<file path="src/rtl/knn_pkg.sv">
package knn_pkg;

	localparam int OP_W      = 2;
	localparam int IDX_W     = 4;
	localparam int VAL_W     = 24;
	localparam int POS_W     = 20;
	localparam int DIST_W    = 48;
	localparam int RANK_W    = 4;
	localparam int CNT_W     = 5;
	localparam int REG_IDX_W = 2;

	localparam int MAX_NEIGHBOURS_DEF = 16;
	localparam int MAX_VARS_DEF       = 16;
	localparam int POS_BITS_DEF       = 20;

	localparam logic [DIST_W-1:0] DIST_ALL_ONES = '1;

	localparam logic [REG_IDX_W-1:0] REG_NUM_VARS       = 2'd0;
	localparam logic [REG_IDX_W-1:0] REG_NUM_NEIGHBOURS = 2'd1;
	localparam logic [REG_IDX_W-1:0] REG_DIST_MAX       = 2'd2;

	typedef enum logic [OP_W-1:0] {
		OP_CLEAR = 2'd0,
		OP_QUERY = 2'd1,
		OP_CAND  = 2'd2,
		OP_READ  = 2'd3
	} op_t;

	typedef struct packed {
		op_t                     op;
		logic [IDX_W-1:0]        elem_index;
		logic signed [VAL_W-1:0] value;
		logic [POS_W-1:0]        position;
	} req_item_t;

	typedef struct packed {
		logic [RANK_W-1:0] rank;
		logic              filled;
		logic [POS_W-1:0]  neighbour_position;
		logic [DIST_W-1:0] distance;
		logic              last;
	} rsp_item_t;

	typedef enum logic [2:0] {
		ST_IDLE,
		ST_MAG,
		ST_MUL,
		ST_ACC,
		ST_CLAMP,
		ST_INS,
		ST_READ
	} state_t;

	typedef struct packed {
		logic clear;
		logic qwrite;
		logic capture;
		logic mag;
		logic mul;
		logic acc;
		logic clamp;
		logic insert;
		logic rd_start;
		logic rd_load;
	} ctrl_cmd_t;

	typedef struct packed {
		logic cand_ok;
		logic cand_end;
		logic rd_last;
		logic out_free;
	} dp_status_t;

	function automatic int addr_bits(input int depth);
		return (depth > 1) ? $clog2(depth) : 1;
	endfunction

	function automatic int count_bits(input int n);
		return $clog2(n + 1);
	endfunction

endpackage

</file>
<file path="src/rtl/knn_ctrl.sv">
module knn_ctrl
	import knn_pkg::*;
(
	input  logic       clk,
	input  logic       arst_n,
	input  logic       req_valid,
	input  op_t        req_op,
	input  dp_status_t status,
	output logic       req_stall,
	output ctrl_cmd_t  cmd
);

	state_t state_q;
	state_t state_n;

	always_ff @(posedge clk or negedge arst_n) begin
		if (!arst_n) begin
			state_q <= ST_IDLE;
		end else begin
			state_q <= state_n;
		end
	end

	always_comb begin
		state_n = state_q;
		unique case (state_q)
			ST_IDLE: begin
				if (req_valid) begin
					unique case (req_op)
						OP_CAND:  state_n = status.cand_ok ? ST_MAG : ST_IDLE;
						OP_READ:  state_n = ST_READ;
						OP_CLEAR,
						OP_QUERY: state_n = ST_IDLE;
						default:  state_n = ST_IDLE;
					endcase
				end
			end
			ST_MAG:   state_n = ST_MUL;
			ST_MUL:   state_n = ST_ACC;
			ST_ACC:   state_n = status.cand_end ? ST_CLAMP : ST_IDLE;
			ST_CLAMP: state_n = ST_INS;
			ST_INS:   state_n = ST_IDLE;
			ST_READ: begin
				if (status.out_free && status.rd_last) begin
					state_n = ST_IDLE;
				end
			end
			default:  state_n = ST_IDLE;
		endcase
	end

	always_comb begin
		logic take;
		take      = 1'b0;
		req_stall = 1'b1;
		cmd       = '0;
		unique case (state_q)
			ST_IDLE: begin
				req_stall    = 1'b0;
				take         = req_valid;
				cmd.clear    = take && (req_op == OP_CLEAR);
				cmd.qwrite   = take && (req_op == OP_QUERY);
				cmd.capture  = take && (req_op == OP_CAND);
				cmd.rd_start = take && (req_op == OP_READ);
			end
			ST_MAG:   cmd.mag = 1'b1;
			ST_MUL:   cmd.mul = 1'b1;
			ST_ACC:   cmd.acc = 1'b1;
			ST_CLAMP: cmd.clamp = 1'b1;
			ST_INS:   cmd.insert = 1'b1;
			ST_READ:  cmd.rd_load = status.out_free;
			default:  cmd = '0;
		endcase
	end

endmodule

</file>
<file path="config.mk">
export PLATFORM = sky130hd
export DESIGN_NAME = knn_ctrl
export DESIGN_NICKNAME = d
export VERILOG_FILES = /design/src/rtl/knn_pkg.sv /design/src/rtl/knn_ctrl.sv
export SDC_FILE = /design/constraint.sdc
export NUM_CORES = 1
export LEC_CHECK = 0
export ABC_AREA = 0
export ABC_CLOCK_PERIOD_IN_PS = 1150
export BUFFER_PORTS_ARGS = -buffer_cell sky130_fd_sc_hd__buf_2
export CORE_AREA = 3 3 40 42
export CTS_CLUSTER_DIAMETER = 60
export CTS_CLUSTER_SIZE = 20
export DETAILED_ROUTE_END_ITERATION = 7
export DIE_AREA = 0 0 43 45
export SYNTH_ARGS = -nofsm -noshare
export SYNTH_HDL_FRONTEND = slang
export SYNTH_SLANG_ARGS = --single-unit
export TNS_END_PERCENT = 100
</file>
<file path="constraint.sdc">
create_clock -name clk -period 1.15 [get_ports clk]
set_input_delay 0.23 -clock clk [delete_from_list [all_inputs] [get_ports clk]]
set_output_delay 0.23 -clock clk [all_outputs]
set_load 0.02 [all_outputs]
</file>
==> results of run 1 <==
worst max-delay path, stage by stage (launching register included):
cell	delay (ns)
dfrtp_1	0.40
nor4b_4	0.35
nor3b_4	0.26
buf_6	0.14
routing by layer:
| metal | wire (um) | up-vias | share of wire [%] | global-route usage [%] |
|---|---|---|---|---|
| met3 | 91 | 0 | 8.8 | 7.97 |
| met4 | 0 | 0 | 0 | 7.23 |
| met2 | 510 | 15 | 49 | 19.2 |
| met1 | 437 | 165 | 42 | 12.0 |
| met5 | 0 | - | 0 | 0 |
| li1 | - | 185 | - | - |
metrics by stage:
| step | hold WS, ns | setup WS, ns |
|---|---|---|
| after floorplan | -0.0656 | -0.181 |
| final | 0.214 | -0.474 |
| after detailed placement | 0.0315 | -0.275 |
| after global placement | 0.0295 | -0.248 |
| after global routing | 0.209 | -0.541 |
| after CTS | 0.199 | -0.458 |
final timing paths:
kind | endpoint | slack (ns) | depth (start not counted)
max in group asynchronous | state_q[2] | 0.72 | 2
max | cmd[9] | -0.47 | 3
min | state_q[2] | 0.21 | 2
min in group asynchronous | state_q[2] | 0.31 | 2
max reg2reg | state_q[1] | -0.22 | 6
min reg2reg | state_q[0] | 0.68 | 2
synth_stat cells (2+ instances only):
master | instances | area, um^2
nand2_1 | 4 | 15.0
nor3b_1 | 4 | 30.0
dfrtp_1 | 3 | 75.1
nor3_1 | 3 | 15.0
a311oi_1 | 2 | 17.5
power by group:
| part | total (mW) | switching (mW) | leakage, nW | internal (mW) |
|---|---|---|---|---|
| combinational | 1.53 | 0.645 | 0.286 | 0.882 |
| clock | 0.193 | 0.0624 | 0.0150 | 0.131 |
| sequential | 0.248 | 0.0825 | 0.0356 | 0.166 |
cell usage in the layout (no fill, tap or decap), types with 2 or more instances in the layout:
master     n
buf_2      8
nor3b_4    2
buf_6     15
buf_4      7
a311oi_1   2
and3_4     2
dfrtp_1    2
nor3_4     2
clkbuf_4   3
nor3b_2    2
nand2_1    3
cells by family after synthesis:
kind of cell | after synthesis
flip-flops | 3
buffers and inverters | 4
AND/OR/NAND/NOR | 18
AO/OA/AOI/OAI | 5
timing repair:
action,4_1_cts,5_1_grt
pin swaps,4,4
hold buffers,1,0
gates cloned,0,1
setup endpoints to repair,12,13
gates resized for setup,19,13
endpoints found under the hold margin,3,0
buffers inserted,0,4
layout make-up:
class	count	area, um^2	area share (%)
timing repair buffer	34	332	46.3
multi-input combinational	23	259	36.2
sequential	3	76.3	10.7
clock buffer	4	26.3	3.67
tap	15	18.8	2.62
inverter	1	3.75	0.524
==> reports/qor.yml, run 1 <==
clock_network:
  clk_pin_slew_worst_paths_ns: 0.04
  cts_sinks: 3
  clk_path_buf_depth: 2
  cts_root_buf: "clkbuf_4"
  cts_tree: "yes"
  cts_buffers: 3
  clk-insertion-delay-late_ns: 0.24
  h-tree-depth: 1
layout:
  finish.utilization_pct: 55.7
  syn_to_final_growth_pct: 161
  fin_nets: 75
  fillers: 124
  reg.largest.list: "state_q x3"
  stdcell_area_um2: 716
  drive_above_1_share_pct: 80.0
  antenna_cells: 0
  largest_reg_flops: 3
  regMostFlops: "state_q"
  layoutNonFillerInstCount: 80
floorplanning:
  dieArea_um2: 1940
  rows: 13
  core_area_um2: 1280
  ios: 20
  die_x_um: 43
  die_y_um: 45
  initial_core_util_pct: 21.3
timing:
  tns_ns: -4.87
  finalClockSkew_ns: 0.00301
  tightest_slew_ns: 0.275
  max_slew_margin_pct: 81.6
  finalWorstSetupSlack_ns: -0.474
  fmaxAchievable_mhz: 616
  period_needed_ns: 1.62
  final-max-slew-violation-count: 0
  post-route-period-util_pct: 141
  rsz0062_at_grt: "yes"
  hold_violations: 0
  finalSetupViolations: 14
logic_synthesis:
  synth_area_um2: 274
  synthMuxAreaShare_pct: 0
  synth_seq_cells: 3
  synth_enable_flop_cells: 0
  async_flop_share_pct: 100
  synth_top_family_by_area: "simple AND/OR/NAND/NOR gates"
  ys_seq_area_share_pct: 27.4
  synth-compound-area-share_pct: 15.5
  synth_ff_type: "dfrtp_1"
  syn-num-nets: 39
  synthSimpleGateAreaFrac_pct: 48.4
  yosys_warnings: 0
  synthDistinctLibCells: 19
  avgSynthCellArea_um2: 9.13
  synth_fa_ha_area_share_pct: 0
  synth_xor_area_share_pct: 0
  synthCells: 30
global_route:
  track_usage_pct: 12.1
  antenna_found_initial: 0
  grt_max_degree: 14
  grt_pass1_vias: 385
  grt_pass1_wl_um: 1670
  gr-total-overflow: 0
worst_setup_path:
  path_class: "reg -> out"
  startpoint: "state_q[0]"
  crit_arrival_ns: 1.39
  cp_max_fo: 4
  cp-end-kind: "output pin"
  regToRegStartpoint: "state_q[1]"
  start_kind: "flip-flop"
  critPathRequiredTime_ns: 0.92
pwr:
  power_leakage_nw: 0.337
  finalPower_mw: 1.97
  max-vdd-ir-drop_v: 0.00117
  power_density_nw_per_um2: 2750
route:
  postRouteAntennaNets: 0
  drt_first_pass_iters: 3
  post_drt_wl_per_cell_um: 13.0
  wl_um: 1040
  drtIter0Drc: 2
  drc: 0
  vias: 365
  viasPerCell: 4.56
run:
  drv_cap: 0
min_path:
  hold_path_class: "in -> reg"
  min_from: "status[2]"
placed_design:
  dp_cells: 70
  place_hpwl_um: 682
  placed_cell_area_um2: 519
  routabilityCongestion: 0.716
  port_buffers: 19
status:
  violations: "negative setup slack"
  status: "complete, but fails checks"
Note: power is estimated with default switching activity, not from simulation.
==> run 2: changes to the inputs <==
Settings changed: ABC_CLOCK_PERIOD_IN_PS 1150 to default, PLACE_DENSITY from default to 0.58.
==> reports/qor.yml, run 2 (synthesized netlist as in run 1, its figures left out) <==
layout:
  syn_to_final_growth_pct: 130
  drive_above_1_share_pct: 75.0
  fin_nets: 70
  fillers: 124
  layout_common_cells: "11 x buf_6, 9 x buf_2, 7 x buf_4"
  stdcell_area_um2: 629
  regMostFlops: "state_q"
  layoutNonFillerInstCount: 75
  largest_reg_flops: 3
  layout_commonest_cell: "buf_6"
  antenna_cells: 0
  reg.largest.list: "state_q x3"
clock_network:
  cts_tree: "yes"
  clk-insertion-delay-late_ns: 0.23
  clk_path_buf_depth: 2
  cts_buffers: 3
  cts_sinks: 3
  clk_pin_slew_worst_paths_ns: 0.03
  h-tree-depth: 1
  cts_root_buf: "clkbuf_4"
route:
  postRouteAntennaNets: 0
  vias: 355
  drt_first_pass_iters: 4
  post_drt_wl_per_cell_um: 12.1
  viasPerCell: 4.73
  drc: 0
  drtIter0Drc: 4
  wl_um: 904
worst_setup_path:
  critPathRequiredTime_ns: 0.92
  crit_arrival_ns: 1.37
  cp_max_fo: 4
  max_stage_delay_ns: 0.40
  cp_top_family: "simple AND/OR/NAND/NOR gates"
  cp-end-kind: "output pin"
  start_kind: "flip-flop"
  crit_path_cell_trace: "nor4b_4, nor3b_4, buf_6"
  path_class: "reg -> out"
  slowest_stage: "dfrtp_1"
  crit_buf_inv: 1
pwr:
  power_leakage_nw: 0.294
  finalPower_mw: 1.66
  power_density_nw_per_um2: 2630
  max-vdd-ir-drop_v: 0.00104
timing:
  finalSetupViolations: 13
  tns_ns: -3.94
  period_needed_ns: 1.60
  hold_violations: 0
  post-route-period-util_pct: 139
  rsz0062_at_grt: "yes"
  finalClockSkew_ns: 0.00598
  finalWorstSetupSlack_ns: -0.452
  tightest_slew_ns: 0.301
  final-max-slew-violation-count: 0
  whs_ns: 0.235
  fmaxAchievable_mhz: 624
  max_slew_margin_pct: 79.9
global_route:
  grt_max_degree: 12
  track_usage_pct: 10.3
  grt_pass1_wl_um: 1500
  grt_pass1_vias: 349
  gr-total-overflow: 0
  antenna_found_initial: 0
placed_design:
  dp_cells: 68
  place_hpwl_um: 656
  routabilityCongestion: 0.688
  port_buffers: 19
  placed_cell_area_um2: 504
run:
  drv_cap: 0
floorplanning:
  core_area_um2: 1280
  die_x_um: 43
  initial_core_util_pct: 21.3
  ios: 20
  rows: 13
  die_y_um: 45
  dieArea_um2: 1940
min_path:
  hold_path_class: "in -> reg"
status:
  status: "complete, but fails checks"
  violations: "negative setup slack"
[run 2: cell types whose count changed in the layout (fill, tap and decap cells not counted), sizes merged]
cell / change
buf: -4
clkbuf: -1
[run 2: timing repair]
| item | in CTS | in global routing |
|---|---|---|
| buffers inserted | 2 | 0 |
| pin swaps | 3 | 1 |
| endpoints found under the setup margin | 13 | 13 |
| endpoints found under the hold margin | 3 | 0 |
| gates resized for setup | 20 | 3 |
| hold buffers | 1 | 0 |
[run 2: cell type report]
type	count	area (um^2)	area share [%]
well taps	15	18.8	2.98
inverters	1	3.75	0.596
repair buffers	29	251	40.0
flip-flops and latches	3	76.3	12.1
clock buffers	4	26.3	4.17
multi-input cells	23	253	40.2
[run 2: worst paths after layout]
kind                       depth (start not counted)  slack (ns)    endpoint  startpoint
max                                                3       -0.45      cmd[9]  state_q[1]
min                                                2        0.23  state_q[2]   status[2]
max in group asynchronous                          2        0.70  state_q[2]      arst_n
min in group asynchronous                          2        0.32  state_q[0]      arst_n
min reg2reg                                        2        0.62  state_q[0]  state_q[2]
max reg2reg                                        4       -0.10  state_q[2]  state_q[1]
[run 2: worst register-to-register path, cell delays in order (launching register included)]
cell and delay, ns:
dfrtp_1 0.38, buf_4 0.22, buf_4 0.15, a311oi_2 0.08
a211o_1 0.28
[run 2: power breakdown]
part	internal, mW	leakage (nW)	switching [mW]
Sequential	0.166	0.0356	0.0665
Combinational	0.660	0.244	0.583
Clock	0.130	0.0150	0.0507
[run 2: routing by layer]
metal	GRT usage, %	up-vias	wire, um
li1	-	176	-
met1	12.0	162	375
met2	17.1	17	465
met3	3.19	0	63
met4	5.42	0	0
met5	0	-	0
[run 2: through the flow]
step	setup WS (ns)	utilization, %
2_1_floorplan	-0.181	-
3_3_place_gp	-0.233	39.2
3_5_place_dp	-0.251	39.2
4_1_cts	-0.480	48.3
5_1_grt	-0.529	49.0
6_report	-0.452	49.0
